**src/hw/rtl/dpgm_pkg.sv**
```systemverilog
// Shared types, constants and the fixed pattern table for the dash pattern gun mask.
// No dependencies; every other file of the block imports this package.
package dpgm_pkg;

    // Field widths
    localparam int POS_W    = 32;
    localparam int IDX_W    = 4;
    localparam int MASK_W   = 6;
    localparam int LINE_W   = 13;
    localparam int CYC_W    = 14;
    localparam int RECIP_W  = 32;
    // Reciprocal scale: recip = floor(2^RECIP_SH / cycle), quotient = product >> RECIP_SH
    localparam int RECIP_SH = 42;
    localparam int PROD_W   = POS_W + RECIP_W;
    localparam int QUO_W    = PROD_W - RECIP_SH;
    // Remainder estimate stays below twice the longest cycle
    localparam int REM_W    = 15;

    localparam int GUN_COUNT     = 6;
    localparam int PATTERN_COUNT = 15;

    localparam logic [MASK_W-1:0] GUN_ALLOWED =
        (GUN_COUNT >= MASK_W) ? {MASK_W{1'b1}} : MASK_W'((1 << GUN_COUNT) - 1);

    // Gun bits, one per gun; dual patterns use GUN_1 and GUN_3
    localparam logic [MASK_W-1:0] GUN_1  = 6'h01;
    localparam logic [MASK_W-1:0] GUN_2  = 6'h02;
    localparam logic [MASK_W-1:0] GUN_3  = 6'h04;
    localparam logic [MASK_W-1:0] GUN_4  = 6'h08;
    localparam logic [MASK_W-1:0] GUN_5  = 6'h10;
    localparam logic [MASK_W-1:0] GUN_6  = 6'h20;
    localparam logic [MASK_W-1:0] GUN_NONE = 6'h00;

    // Line lengths and cycle lengths (line + gap) in mm
    localparam logic [LINE_W-1:0] LINE_0    = 13'd0;
    localparam logic [LINE_W-1:0] LINE_1000 = 13'd1000;
    localparam logic [LINE_W-1:0] LINE_2000 = 13'd2000;
    localparam logic [LINE_W-1:0] LINE_4000 = 13'd4000;
    localparam logic [CYC_W-1:0]  CYC_0     = 14'd0;
    localparam logic [CYC_W-1:0]  CYC_2000  = 14'd2000;
    localparam logic [CYC_W-1:0]  CYC_4000  = 14'd4000;
    localparam logic [CYC_W-1:0]  CYC_6000  = 14'd6000;
    localparam logic [CYC_W-1:0]  CYC_12000 = 14'd12000;

    // floor(2^42 / cycle)
    localparam logic [RECIP_W-1:0] RECIP_0     = 32'd0;
    localparam logic [RECIP_W-1:0] RECIP_2000  = 32'd2199023255;
    localparam logic [RECIP_W-1:0] RECIP_4000  = 32'd1099511627;
    localparam logic [RECIP_W-1:0] RECIP_6000  = 32'd733007751;
    localparam logic [RECIP_W-1:0] RECIP_12000 = 32'd366503875;

    typedef enum logic [1:0] {
        KIND_CONT  = 2'd0,
        KIND_DASH  = 2'd1,
        KIND_DMIX  = 2'd2,
        KIND_DCONT = 2'd3
    } t_kind;

    // One table entry, with the cycle length and its reciprocal precomputed
    typedef struct packed {
        t_kind               kind;
        logic [LINE_W-1:0]   line;
        logic [CYC_W-1:0]    cyc;
        logic [RECIP_W-1:0]  recip;
        logic [MASK_W-1:0]   guns;
    } t_entry;

    // Per-beat pattern data that rides the pipeline
    typedef struct packed {
        t_kind               kind;
        logic [LINE_W-1:0]   line;
        logic [CYC_W-1:0]    cyc;
        logic [MASK_W-1:0]   guns;
    } t_pat;

    // After lookup
    typedef struct packed {
        t_pat                pat;
        logic [RECIP_W-1:0]  recip;
        logic [POS_W-1:0]    pos;
    } t_lk;

    // After the modulo stages
    typedef struct packed {
        t_pat                pat;
        logic [REM_W-1:0]    pos_lo;
        logic [REM_W-1:0]    qc_lo;
    } t_mr;

    function automatic t_entry pat_entry(input logic [IDX_W-1:0] idx);
        t_entry e;
        case (idx)
            4'd0:    e = '{KIND_DASH,  LINE_4000, CYC_12000, RECIP_12000, GUN_2};
            4'd1:    e = '{KIND_DASH,  LINE_2000, CYC_6000,  RECIP_6000,  GUN_2};
            4'd2:    e = '{KIND_DASH,  LINE_2000, CYC_4000,  RECIP_4000,  GUN_2};
            4'd3:    e = '{KIND_DASH,  LINE_1000, CYC_2000,  RECIP_2000,  GUN_2};
            4'd4:    e = '{KIND_DASH,  LINE_1000, CYC_2000,  RECIP_2000,  GUN_4};
            4'd5:    e = '{KIND_CONT,  LINE_0,    CYC_0,     RECIP_0,     GUN_2};
            4'd6:    e = '{KIND_CONT,  LINE_0,    CYC_0,     RECIP_0,     GUN_4};
            4'd7:    e = '{KIND_DMIX,  LINE_4000, CYC_6000,  RECIP_6000,  GUN_1 | GUN_3};
            4'd8:    e = '{KIND_DMIX,  LINE_1000, CYC_2000,  RECIP_2000,  GUN_1 | GUN_3};
            4'd9:    e = '{KIND_DCONT, LINE_0,    CYC_0,     RECIP_0,     GUN_1 | GUN_3};
            4'd10:   e = '{KIND_DASH,  LINE_4000, CYC_6000,  RECIP_6000,  GUN_5};
            4'd11:   e = '{KIND_DASH,  LINE_1000, CYC_2000,  RECIP_2000,  GUN_6};
            4'd12:   e = '{KIND_CONT,  LINE_0,    CYC_0,     RECIP_0,     GUN_6};
            4'd13:   e = '{KIND_DASH,  LINE_1000, CYC_2000,  RECIP_2000,  GUN_5};
            4'd14:   e = '{KIND_CONT,  LINE_0,    CYC_0,     RECIP_0,     GUN_5};
            default: e = '{KIND_CONT,  LINE_0,    CYC_0,     RECIP_0,     GUN_NONE};
        endcase
        return e;
    endfunction

endpackage

```
**src/hw/rtl/dpgm_if.sv**
```systemverilog
// Valid/ready channel interfaces for the position input and the gun mask result.
// Depends on dpgm_pkg for field widths.
interface dpgm_in_if;
    import dpgm_pkg::*;
    logic               valid;
    logic               ready;
    logic [POS_W-1:0]   position;
    logic [IDX_W-1:0]   pattern_index;
    modport source (output valid, output position, output pattern_index, input ready);
    modport sink   (input valid, input position, input pattern_index, output ready);
endinterface

interface dpgm_out_if;
    import dpgm_pkg::*;
    logic               valid;
    logic               ready;
    logic [MASK_W-1:0]  gun_mask;
    modport source (output valid, output gun_mask, input ready);
    modport sink   (input valid, input gun_mask, output ready);
endinterface

```
**src/hw/rtl/dpgm_lookup.sv**
```systemverilog
// Stage 1: clamp the pattern index and register the table entry with the position.
// Depends on dpgm_pkg for the pattern table and stage types.
module dpgm_lookup (
    input  logic                       i_clk,
    input  logic                       i_rst_n,
    input  logic                       i_valid,
    output logic                       o_ready,
    input  logic [dpgm_pkg::POS_W-1:0] i_position,
    input  logic [dpgm_pkg::IDX_W-1:0] i_pattern_index,
    output logic                       o_valid,
    input  logic                       i_ready,
    output dpgm_pkg::t_lk              o_stage
);
    import dpgm_pkg::*;

    logic             r_vld;
    t_lk              r_stage;
    t_lk              n_stage;
    logic [IDX_W-1:0] idx;
    t_entry           ent;

    // Out-of-range index falls back to entry zero
    always_comb begin
        idx = ({1'b0, i_pattern_index} >= (IDX_W + 1)'(PATTERN_COUNT)) ? '0 : i_pattern_index;
        ent = pat_entry(idx);
        n_stage.pat.kind = ent.kind;
        n_stage.pat.line = ent.line;
        n_stage.pat.cyc  = ent.cyc;
        n_stage.pat.guns = ent.guns & GUN_ALLOWED;
        n_stage.recip    = ent.recip;
        n_stage.pos      = i_position;
    end

    assign o_ready = !r_vld || i_ready;

    // Advance when the stage is empty or its beat moves on
    always_ff @(posedge i_clk) begin
        if (!i_rst_n) begin
            r_vld <= 1'b0;
        end else if (o_ready) begin
            r_vld <= i_valid;
        end
    end

    always_ff @(posedge i_clk) begin
        if (o_ready && i_valid) begin
            r_stage <= n_stage;
        end
    end

    assign o_valid = r_vld;
    assign o_stage = r_stage;
endmodule

```
**src/hw/rtl/dpgm_modulo.sv**
```systemverilog
// Stages 2 and 3: quotient estimate by reciprocal multiply, then quotient times cycle.
// Depends on dpgm_pkg for stage types and the reciprocal scale.
module dpgm_modulo (
    input  logic          i_clk,
    input  logic          i_rst_n,
    input  logic          i_valid,
    output logic          o_ready,
    input  dpgm_pkg::t_lk i_stage,
    output logic          o_valid,
    input  logic          i_ready,
    output dpgm_pkg::t_mr o_stage
);
    import dpgm_pkg::*;

    logic              r_vld_q;
    t_pat              r_pat_q;
    logic [REM_W-1:0]  r_pos_q;
    logic [QUO_W-1:0]  r_quo;
    logic              r_vld_m;
    t_mr               r_stage;
    logic [PROD_W-1:0] prod;
    logic [QUO_W+CYC_W-1:0] qc;
    logic              adv_q;
    logic              adv_m;

    assign adv_m   = !r_vld_m || i_ready;
    assign adv_q   = !r_vld_q || adv_m;
    assign o_ready = adv_q;

    // Quotient estimate: equals the true quotient or one less
    assign prod = PROD_W'(i_stage.pos) * PROD_W'(i_stage.recip);
    assign qc   = (QUO_W + CYC_W)'(r_quo) * (QUO_W + CYC_W)'(r_pat_q.cyc);

    always_ff @(posedge i_clk) begin
        if (!i_rst_n) begin
            r_vld_q <= 1'b0;
            r_vld_m <= 1'b0;
        end else begin
            if (adv_q) begin
                r_vld_q <= i_valid;
            end
            if (adv_m) begin
                r_vld_m <= r_vld_q;
            end
        end
    end

    // Hold the quotient beat
    always_ff @(posedge i_clk) begin
        if (adv_q && i_valid) begin
            r_pat_q <= i_stage.pat;
            r_pos_q <= i_stage.pos[REM_W-1:0];
            r_quo   <= prod[PROD_W-1:RECIP_SH];
        end
    end

    // Only the low bits of quotient times cycle matter for the remainder
    always_ff @(posedge i_clk) begin
        if (adv_m && r_vld_q) begin
            r_stage.pat    <= r_pat_q;
            r_stage.pos_lo <= r_pos_q;
            r_stage.qc_lo  <= qc[REM_W-1:0];
        end
    end

    assign o_valid = r_vld_m;
    assign o_stage = r_stage;
endmodule

```
**src/hw/rtl/dpgm_mask.sv**
```systemverilog
// Stage 4: finish the remainder, test line versus gap and register the gun mask.
// Depends on dpgm_pkg for stage types, pattern kinds and gun constants.
module dpgm_mask (
    input  logic                        i_clk,
    input  logic                        i_rst_n,
    input  logic                        i_reversed,
    input  logic                        i_valid,
    output logic                        o_ready,
    input  dpgm_pkg::t_mr               i_stage,
    output logic                        o_valid,
    input  logic                        i_ready,
    output logic [dpgm_pkg::MASK_W-1:0] o_gun_mask
);
    import dpgm_pkg::*;

    logic              r_vld;
    logic [MASK_W-1:0] r_mask;
    logic [MASK_W-1:0] n_mask;
    logic [REM_W-1:0]  rem_est;
    logic [REM_W-1:0]  rem;
    logic              on;

    // Correct the remainder estimate once, then compare with the line length
    always_comb begin
        rem_est = i_stage.pos_lo - i_stage.qc_lo;
        rem     = (rem_est >= REM_W'(i_stage.pat.cyc)) ?
                  rem_est - REM_W'(i_stage.pat.cyc) : rem_est;
        on      = rem < REM_W'(i_stage.pat.line);
    end

    always_comb begin
        case (i_stage.pat.kind)
            KIND_CONT:  n_mask = i_stage.pat.guns;
            KIND_DASH:  n_mask = on ? i_stage.pat.guns : GUN_NONE;
            KIND_DMIX: begin
                if (!i_reversed) begin
                    n_mask = GUN_1 | (on ? GUN_3 : GUN_NONE);
                end else begin
                    n_mask = GUN_3 | (on ? GUN_1 : GUN_NONE);
                end
            end
            KIND_DCONT: n_mask = GUN_1 | GUN_3;
            default:    n_mask = GUN_NONE;
        endcase
    end

    assign o_ready = !r_vld || i_ready;

    always_ff @(posedge i_clk) begin
        if (!i_rst_n) begin
            r_vld <= 1'b0;
        end else if (o_ready) begin
            r_vld <= i_valid;
        end
    end

    always_ff @(posedge i_clk) begin
        if (o_ready && i_valid) begin
            r_mask <= n_mask;
        end
    end

    assign o_valid    = r_vld;
    assign o_gun_mask = r_mask;
endmodule

```
**src/hw/rtl/dash_pattern_gun_mask.sv**
```systemverilog
// Dash pattern gun mask: maps a travelled distance and a pattern index to six gun enables.
// Depends on dpgm_pkg, dpgm_if, dpgm_lookup, dpgm_modulo and dpgm_mask.
//
// Usage:
//   i_item carries one beat of position (mm) and pattern_index; o_result returns one
//   gun_mask beat per input beat, in order. Both channels use valid/ready.
//   i_cfg_we / i_cfg_wdata write the reversed bit; write it only while the block is idle.
// Pipeline: four register stages (table lookup, reciprocal multiply, quotient-times-cycle
//   multiply, mask) carry each beat; the two multiplies set the stage depth.
// Throughput: one beat per cycle while o_result is ready; each stage takes a new beat
//   whenever it is empty or its beat moves on, so bubbles are squeezed out.
// Stall: when o_result.ready is low the output register holds its beat and the stages
//   behind it fill up; i_item.ready drops once all four are full. No beat is lost or
//   repeated.
// Reset: synchronous, active low. All stage valid bits clear and reversed returns to 0.
//   The pattern table is constant, so no fill or clear pass is needed.
module dash_pattern_gun_mask (
    input  logic     i_clk,
    input  logic     i_rst_n,
    input  logic     i_cfg_we,
    input  logic     i_cfg_wdata,
    dpgm_in_if.sink    i_item,
    dpgm_out_if.source o_result
);
    import dpgm_pkg::*;

    logic r_reversed;
    logic lk_valid;
    logic lk_ready;
    t_lk  lk_stage;
    logic mr_valid;
    logic mr_ready;
    t_mr  mr_stage;

    // Configuration register
    always_ff @(posedge i_clk) begin
        if (!i_rst_n) begin
            r_reversed <= 1'b0;
        end else if (i_cfg_we) begin
            r_reversed <= i_cfg_wdata;
        end
    end

    dpgm_lookup u_lookup (
        .i_clk           (i_clk),
        .i_rst_n         (i_rst_n),
        .i_valid         (i_item.valid),
        .o_ready         (i_item.ready),
        .i_position      (i_item.position),
        .i_pattern_index (i_item.pattern_index),
        .o_valid         (lk_valid),
        .i_ready         (lk_ready),
        .o_stage         (lk_stage)
    );

    dpgm_modulo u_modulo (
        .i_clk   (i_clk),
        .i_rst_n (i_rst_n),
        .i_valid (lk_valid),
        .o_ready (lk_ready),
        .i_stage (lk_stage),
        .o_valid (mr_valid),
        .i_ready (mr_ready),
        .o_stage (mr_stage)
    );

    dpgm_mask u_mask (
        .i_clk      (i_clk),
        .i_rst_n    (i_rst_n),
        .i_reversed (r_reversed),
        .i_valid    (mr_valid),
        .o_ready    (mr_ready),
        .i_stage    (mr_stage),
        .o_valid    (o_result.valid),
        .i_ready    (o_result.ready),
        .o_gun_mask (o_result.gun_mask)
    );

    // No result beat right after reset
    a_reset_empty: assert property (@(posedge i_clk)
        $past(!i_rst_n) |-> !o_result.valid)
        else $error("result valid right after reset");

    // With the receiver always ready, an accepted beat must come out on o_result without stalling
    a_latency: assert property (@(posedge i_clk) disable iff (!i_rst_n)
        (i_item.valid && i_item.ready && o_result.ready) ##1 o_result.ready
            ##1 o_result.ready ##1 o_result.ready |=> o_result.valid)
        else $error("accepted beat did not reach the output in time");

    // Only allowed guns or the dual guns ever fire
    a_mask_bits: assert property (@(posedge i_clk) disable iff (!i_rst_n)
        o_result.valid |-> ((o_result.gun_mask & ~(GUN_ALLOWED | GUN_1 | GUN_3)) == GUN_NONE))
        else $error("gun mask drives a gun outside the allowed set");
endmodule

```
**src/flat_wrapper.sv**
```systemverilog
// flat-port wrapper written by rule: the top's interface ports become plain ports
module dash_pattern_gun_mask_flat import dpgm_pkg::*;
  (i_clk, i_rst_n, i_cfg_we, i_cfg_wdata, i_item_valid, i_item_position, i_item_pattern_index, i_item_ready, o_result_valid, o_result_gun_mask, o_result_ready);
  dpgm_in_if i_item_i ();
  dpgm_out_if o_result_i ();
  input  logic i_clk;
  input  logic i_rst_n;
  input  logic i_cfg_we;
  input  logic i_cfg_wdata;
  input wire logic [$bits(i_item_i.valid)-1:0] i_item_valid;
  input wire logic [$bits(i_item_i.position)-1:0] i_item_position;
  input wire logic [$bits(i_item_i.pattern_index)-1:0] i_item_pattern_index;
  output wire logic [$bits(i_item_i.ready)-1:0] i_item_ready;
  output wire logic [$bits(o_result_i.valid)-1:0] o_result_valid;
  output wire logic [$bits(o_result_i.gun_mask)-1:0] o_result_gun_mask;
  input wire logic [$bits(o_result_i.ready)-1:0] o_result_ready;
  assign i_item_i.valid = i_item_valid;
  assign i_item_i.position = i_item_position;
  assign i_item_i.pattern_index = i_item_pattern_index;
  assign i_item_ready = i_item_i.ready;
  assign o_result_valid = o_result_i.valid;
  assign o_result_gun_mask = o_result_i.gun_mask;
  assign o_result_i.ready = o_result_ready;
  dash_pattern_gun_mask u_core (.i_clk(i_clk), .i_rst_n(i_rst_n), .i_cfg_we(i_cfg_we), .i_cfg_wdata(i_cfg_wdata), .i_item(i_item_i), .o_result(o_result_i));
endmodule
```
**config.mk**
```make
export PLATFORM = sky130hd
export DESIGN_NAME = dash_pattern_gun_mask_flat
export DESIGN_NICKNAME = d
export VERILOG_FILES = /design/src/hw/rtl/dpgm_pkg.sv /design/src/hw/rtl/dpgm_if.sv /design/src/hw/rtl/dpgm_lookup.sv /design/src/hw/rtl/dpgm_modulo.sv /design/src/hw/rtl/dpgm_mask.sv /design/src/hw/rtl/dash_pattern_gun_mask.sv /design/src/flat_wrapper.sv
export SDC_FILE = /design/constraint.sdc
export NUM_CORES = 2
export LEC_CHECK = 0
export BUFFER_PORTS_ARGS = -buffer_cell sky130_fd_sc_hd__buf_2
export CAP_MARGIN = 20
export CORE_MARGIN = 2
export CORE_UTILIZATION = 47
export CTS_CLUSTER_DIAMETER = 40
export DETAILED_ROUTE_END_ITERATION = 12
export PLACE_DENSITY_LB_ADDON = 0.1
export SYNTH_ARGS = -nofsm -noshare
export SYNTH_HDL_FRONTEND = slang
export SYNTH_SLANG_ARGS = --single-unit
```
**constraint.sdc**
```tcl
create_clock -name i_clk -period 8.7 [get_ports i_clk]
set_input_delay 1.74 -clock i_clk [delete_from_list [all_inputs] [get_ports i_clk]]
set_output_delay 1.74 -clock i_clk [all_outputs]
set_load 0.1 [all_outputs]
```
Word level (Yosys, flattened, before mapping)
Memory sizes are Yosys's and may differ from the RTL's. A register that Yosys moved wholly into a read port is not among the register bits.
Index checks and enable logic that the tools add are counted.
{"block": "op_classes", "n_reduce_logical": 13, "n_eq_ne": 3, "n_addsub": 2, "order_cmp": 3, "multipliers": 2, "mux": 7}
{"cell": "32-bit by 32-bit multiplier with 64-bit output", "n": 1}
{"cell": "6-bit case mux with 4 select lines", "n": 1}
{"cell": "22-bit by 14-bit multiplier with 15-bit output", "n": 1}
{"cell": "15-bit by 14-bit greater-or-equal comparator with 1-bit output", "n": 1}
{"cell": "15-bit by 13-bit < comparator with 1-bit output", "n": 1}
{"cell": "15-bit two-way mux", "n": 1}
{"cell": "15-bit by 14-bit subtractor with 15-bit output", "n": 1}
{"cell": "15-bit subtractor", "n": 1}
{"cell": "3-bit two-way mux", "n": 2}
{"cell": "6-bit two-way mux", "n": 1}
{"cell": "2-bit == test (second input constant)", "n": 2}
{"cell": "4-bit greater-or-equal comparator (second input constant)", "n": 1}
{"cell": "1-bit logical AND", "n": 4}
{"cell": "1-bit zero test", "n": 4}
{"cell": "1-bit logical OR", "n": 4}
{"cell": "4-bit two-way mux", "n": 1}
{"cell": "2-bit by 1-bit == test with 1-bit output (second input constant)", "n": 1}
{"cell": "2-bit zero test", "n": 1}
{"cell": "1-bit two-way mux", "n": 1}
{"block": "word_totals", "word_cells": 53, "register_bits": 239, "romBits": 912, "n_memories": 1, "output_inout_bits": 8, "in_bits": 42}
{"memory": "(name not given)", "words": 16, "word_bits": 57, "rd": 1, "rd_ports_with_merged_regs": 1, "wr": 0, "line_no": "dpgm_pkg.sv:92", "text": "case (idx)"}

Logic depth before layout (Yosys ltp)
{"block": "logic_depth", "depth_word": 7, "ltp_mapped": 28, "ltp_nobuf": 26}

Hierarchy
From an unflattened synthesis, not the netlist that was laid out.
{"block": "hier_totals", "cells_unflattened": 4376, "hier_area_um2": 42812.3}
{"mod": "dpgm_modulo", "area_per_inst_um2": 37916.4, "n_inst": 1, "cells_each": 3872, "seq_area_each_um2": 3943.8}
{"mod": "dpgm_lookup", "area_per_inst_um2": 2517.4, "n_inst": 1, "cells_each": 187, "seq_area_each_um2": 1611.5}
{"mod": "dpgm_mask", "area_per_inst_um2": 2342.2, "n_inst": 1, "cells_each": 314, "seq_area_each_um2": 200.2}
{"mod": "dash_pattern_gun_mask", "area_per_inst_um2": 36.3, "n_inst": 1, "cells_each": 3, "seq_area_each_um2": 20.0}

Least setup slack after synthesis
No wires, ideal clock.
{"block": "synth_path", "path_kind": "register -> register", "start": "reg u_core.u_lookup.o_stage[62] (netlist name)", "end": "reg u_core.u_modulo.r_quo[9], data pin", "arrival_ps": 6999, "stages_incl_launch_ff": 28, "setup_time_ps": 258, "synth_period_minus_slack_ps": 7257, "path_slack_ps": 1443, "path_cell_list": "edfxtp_1 -> clkbuf_1 -> clkbuf_1 -> and2_1 -> inv_1 -> fa_1 -> fa_1 -> inv_1 -> fa_1 -> inv_1 -> fa_1 -> inv_1 -> fa_1 -> fa_1 -> fa_1 -> inv_1 -> fa_1 -> inv_1 -> ha_1 -> and4_1 -> a21oi_1 -> a31oi_1 -> o2111ai_1 -> nand3_1 -> o41ai_4 -> o21ai_2 -> a21oi_2 -> xnor2_1"}
{"block": "synth_between", "elab_chain_len": 1}
{"element": "32-bit by 32-bit multiplier with 64-bit output", "line_no": "dpgm_modulo.sv:31", "text": "assign prod = PROD_W'(i_stage.pos) * PROD_W'(i_stage.recip);"}
{"element": "net u_core.u_modulo.prod[51]", "line_no": "dpgm_modulo.sv:21", "text": "logic [PROD_W-1:0] prod;"}
{"element": "end signal, assigned", "line_no": "dpgm_modulo.sv:53", "text": "r_quo <= prod[PROD_W-1:RECIP_SH];"}
{"element": "end, declared", "line_no": "dpgm_modulo.sv:18", "text": "logic [QUO_W-1:0] r_quo;"}
The timed path passes the listed nets, and every way through them passes these cells.
A chain may end at the register's enable or synchronous reset.

==> results.yml <==
cells_and_area:
  post-route-util: 0.510
  syn_to_final_growth_pct: 7.43
  nets: 4343
  antennaDiodeCount: 0
  final_common_cell: "inv_1"
  drive_above_1_share: 0.0584
  final_cell_mix: "inv_1 (886), fa_1 (774), ha_1 (354), nand2_1 (211), and2_1 (211)"
  fillers: 6445
timing:
  rsz0062_at_grt: "false"
  fmax_mhz: 119
  relSlewSlack: 0.383
  fin_setup_tns_ns: 0
  setup_viol: 0
  worst_pin_slew_ns: 0.926
  finalCritPeriodShare: 0.964
  fin_crit_ns: 8.39
  clock_skew_ns: 0.0223
  hold_viol_final: 0
  drv_slew: 0
routing:
  vias_per_cell: 5.22
  num_vias: 21520
  drt_iter0_markers: 1536
  ant_nets: 0
  dr.pass1.iters: 5
  drc: 0
  routedWlPerCell_um: 25.1
  routed_wl_um: 103000
global_routing:
  grt_pass1_vias: 24325
  antenna_found_initial: 2
  grt_max_degree: 54
  track_usage: 0.298
  overflow: 0
  grt_pass1_wl_um: 158000
cts:
  htree_levels: 4
  postCtsHoldBufs: 0
  clock_sinks: 156
  cts_tree: "yes"
  clkTransAtPathRegs_ns: 0.08
  cts_buffers: 17
  clockRootBuffer: "clkbuf_16"
  clk-insertion-delay-late_ns: 0.45
  cts_buffer_depth: 2
synth:
  synth-seq-area-share: 0.139
  syn_nets: 4267
  synth_cell_types: 71
  synth-edff-count: 151
  syn_area_um2: 33300
  ys.warnings.count: 0
  synthCells: 3097
  synth_ff_type: "edfxtp_1"
  synth_seq_cells: 156
  synthArstFlopShare: 0
  synth_area_per_cell_um2: 10.7
setup_path:
  path_common_cell: "fa_1"
  arrival_ns: 8.58
  max_stage_delay_ns: 0.96
  cp-start-kind: "flop"
  worstSetupEndpointType: "flop"
  cpMaxStageDelayCell: "edfxtp_1"
  cp_max_fo: 16
  crit_required_ns: 8.89
  crit_type: "reg2reg"
  crit_path_cell_trace: "buf_4 > and2_1 > ha_1 > fa_1 > fa_1 > inv_1 > fa_1 > inv_1 > fa_1 > ha_1 > fa_1 > fa_1 > ha_1 > nand2_1 > nor2_1 > a311o_1 > o21a_1 > o21ai_1 > o41ai_1 > nand4_1 > a41oi_1 > xor2_1"
min_path:
  hp-class: "reg2reg"
run_status:
  outcome: "complete, no violations"
flow_run:
  drv_cap: 0
placement:
  io_buffers: 49
  place.gp.congestion: 1.05
  dp_hpwl_um: 93600
die:
  die-area_um2: 72900
  initial_core_util: 0.475
  die_h_um: 270
  fp.coreArea_um2: 70000
  io-pin-count: 50
  die_x_um: 270
  num_rows: 97
## registers in the layout, summed over array words and instances, names as in the netlist
| register | count |
|---|---|
| u_core.u_lookup.o_stage | 53 |
| u_core.u_modulo.o_stage | 46 |
| u_core.u_modulo.r_pat_q | 20 |
| u_core.u_modulo.r_pos_q | 15 |
| u_core.u_modulo.r_quo | 11 |
| u_core.u_mask.o_gun_mask | 6 |
| u_core.r_reversed | 1 |
| u_core.u_lookup.o_valid | 1 |
| u_core.u_mask.o_valid | 1 |
| u_core.u_modulo.o_valid | 1 |
| u_core.u_modulo.r_vld_q | 1 |
## worst max-delay path, delay by kind of cell, from the launching register on
kind,cells,cell delay [ns]
buffers and inverters,3,0.48
XOR/XNOR,1,0.45
flip-flops,1,0.96
AND/OR/NAND/NOR,4,0.73
AO/OA/AOI/OAI,5,1.65
adder cells (fa/ha/maj),9,3.83
## path summary, 6_finish.rpt
| kind | from | end | slack (ns) | cells past startpoint |
|---|---|---|---|---|
| max | u_core.u_lookup.o_stage[81] | u_core.u_modulo.r_quo[0] | 0.31 | 22 |
| min reg2reg | u_core.u_lookup.o_stage[69] | u_core.u_modulo.r_pat_q[5] | 0.41 | 0 |
| min | u_core.u_lookup.o_stage[69] | u_core.u_modulo.r_pat_q[5] | 0.41 | 0 |
| max reg2reg | u_core.u_lookup.o_stage[81] | u_core.u_modulo.r_quo[0] | 0.31 | 22 |
## timing repair
| item | 4_1_cts | 5_1_grt |
|---|---|---|
| gates resized for setup | 0 | 0 |
| endpoints found under the setup margin | 0 | 1 |
| buffers inserted | 0 | 1 |
## kinds of logic (layout without fill, tap and decap cells)
logic type | Yosys count | after routing | synth area share
adder cells (fa/ha/maj) | 1131 | 1131 | 0.600
buffers and inverters | 959 | 1048 | 0.108
AND/OR/NAND/NOR | 548 | 548 | 0.0833
AO/OA/AOI/OAI | 191 | 191 | 0.0390
flip-flops | 156 | 156 | 0.139
XOR/XNOR | 103 | 103 | 0.0273
multiplexers | 9 | 9 | 0.00293
## Yosys cell counts (2+ instances only)
library cell | n | share of area
a21boi_0 | 2 | 0.00045
and3_1 | 3 | 0.00056
xor2_1 | 34 | 0.0090
nand2b_1 | 16 | 0.0030
xnor2_1 | 68 | 0.018
fa_1 | 774 | 0.47
mux2_2 | 2 | 0.00068
a21oi_1 | 60 | 0.0090
o21bai_1 | 13 | 0.0029
nor4_1 | 2 | 0.00038
mux2i_1 | 6 | 0.0018
nor3_1 | 7 | 0.0011
maj3_1 | 3 | 0.00090
o2111ai_1 | 2 | 0.00053
a211oi_1 | 5 | 0.0011
a22oi_1 | 3 | 0.00068
a2111oi_0 | 3 | 0.00079
buf_1 | 5 | 0.00056
nand2_1 | 211 | 0.024
edfxtp_1 | 151 | 0.14
a21oi_2 | 4 | 0.0011
a31oi_1 | 10 | 0.0019
a311o_1 | 2 | 0.00060
a21o_1 | 27 | 0.0061
nor2b_1 | 13 | 0.0024
nor2_1 | 46 | 0.0052
o21a_1 | 13 | 0.0029
o211ai_1 | 5 | 0.0011
o21ai_2 | 2 | 0.00053
inv_1 | 886 | 0.10
nand4_1 | 7 | 0.0013
nand3_1 | 18 | 0.0027
clkbuf_1 | 67 | 0.0076
and4_1 | 3 | 0.00079
dfxtp_1 | 5 | 0.0030
ha_1 | 354 | 0.13
and2_1 | 211 | 0.040
o21ai_0 | 18 | 0.0027
a221oi_1 | 3 | 0.00079
a41oi_1 | 2 | 0.00053
## metal layers
metal  up-vias  share of wire  GRT usage  wire length [µm]
li1       9399              -          -                 -
met2       717           0.47      0.488             49100
met4         2          0.057      0.140              5850
met1     11220           0.41      0.395             42900
met3       182          0.054     0.0394              5560
met5         -       0.000087          0                 9
## layout make-up
cell class                 count  area [µm²]  area share
clock buffer                  17         425      0.0119
clock inverter                15         183     0.00511
inverter                     886        3330      0.0931
multi-input combinational   1982       25100       0.701
sequential                   156        4630       0.130
tap                          940        1180      0.0329
timing repair buffer         130         928      0.0260
## stage by stage
step                      setup slack, ns  hold WS, ns  cell area (µm²)  instances
after floorplan                      1.44        0.400            33300       3097
after global placement              0.452        0.403            35100       4093
after detailed placement            0.422        0.405            35100       4093
after CTS                           0.380        0.414            35700       4125
after global routing                0.145        0.420            35700       4126
final                               0.310        0.414            35700       4126
Power is not shown: default switching activity piles up to over one toggle a cycle in this logic, so the estimate is an artifact.
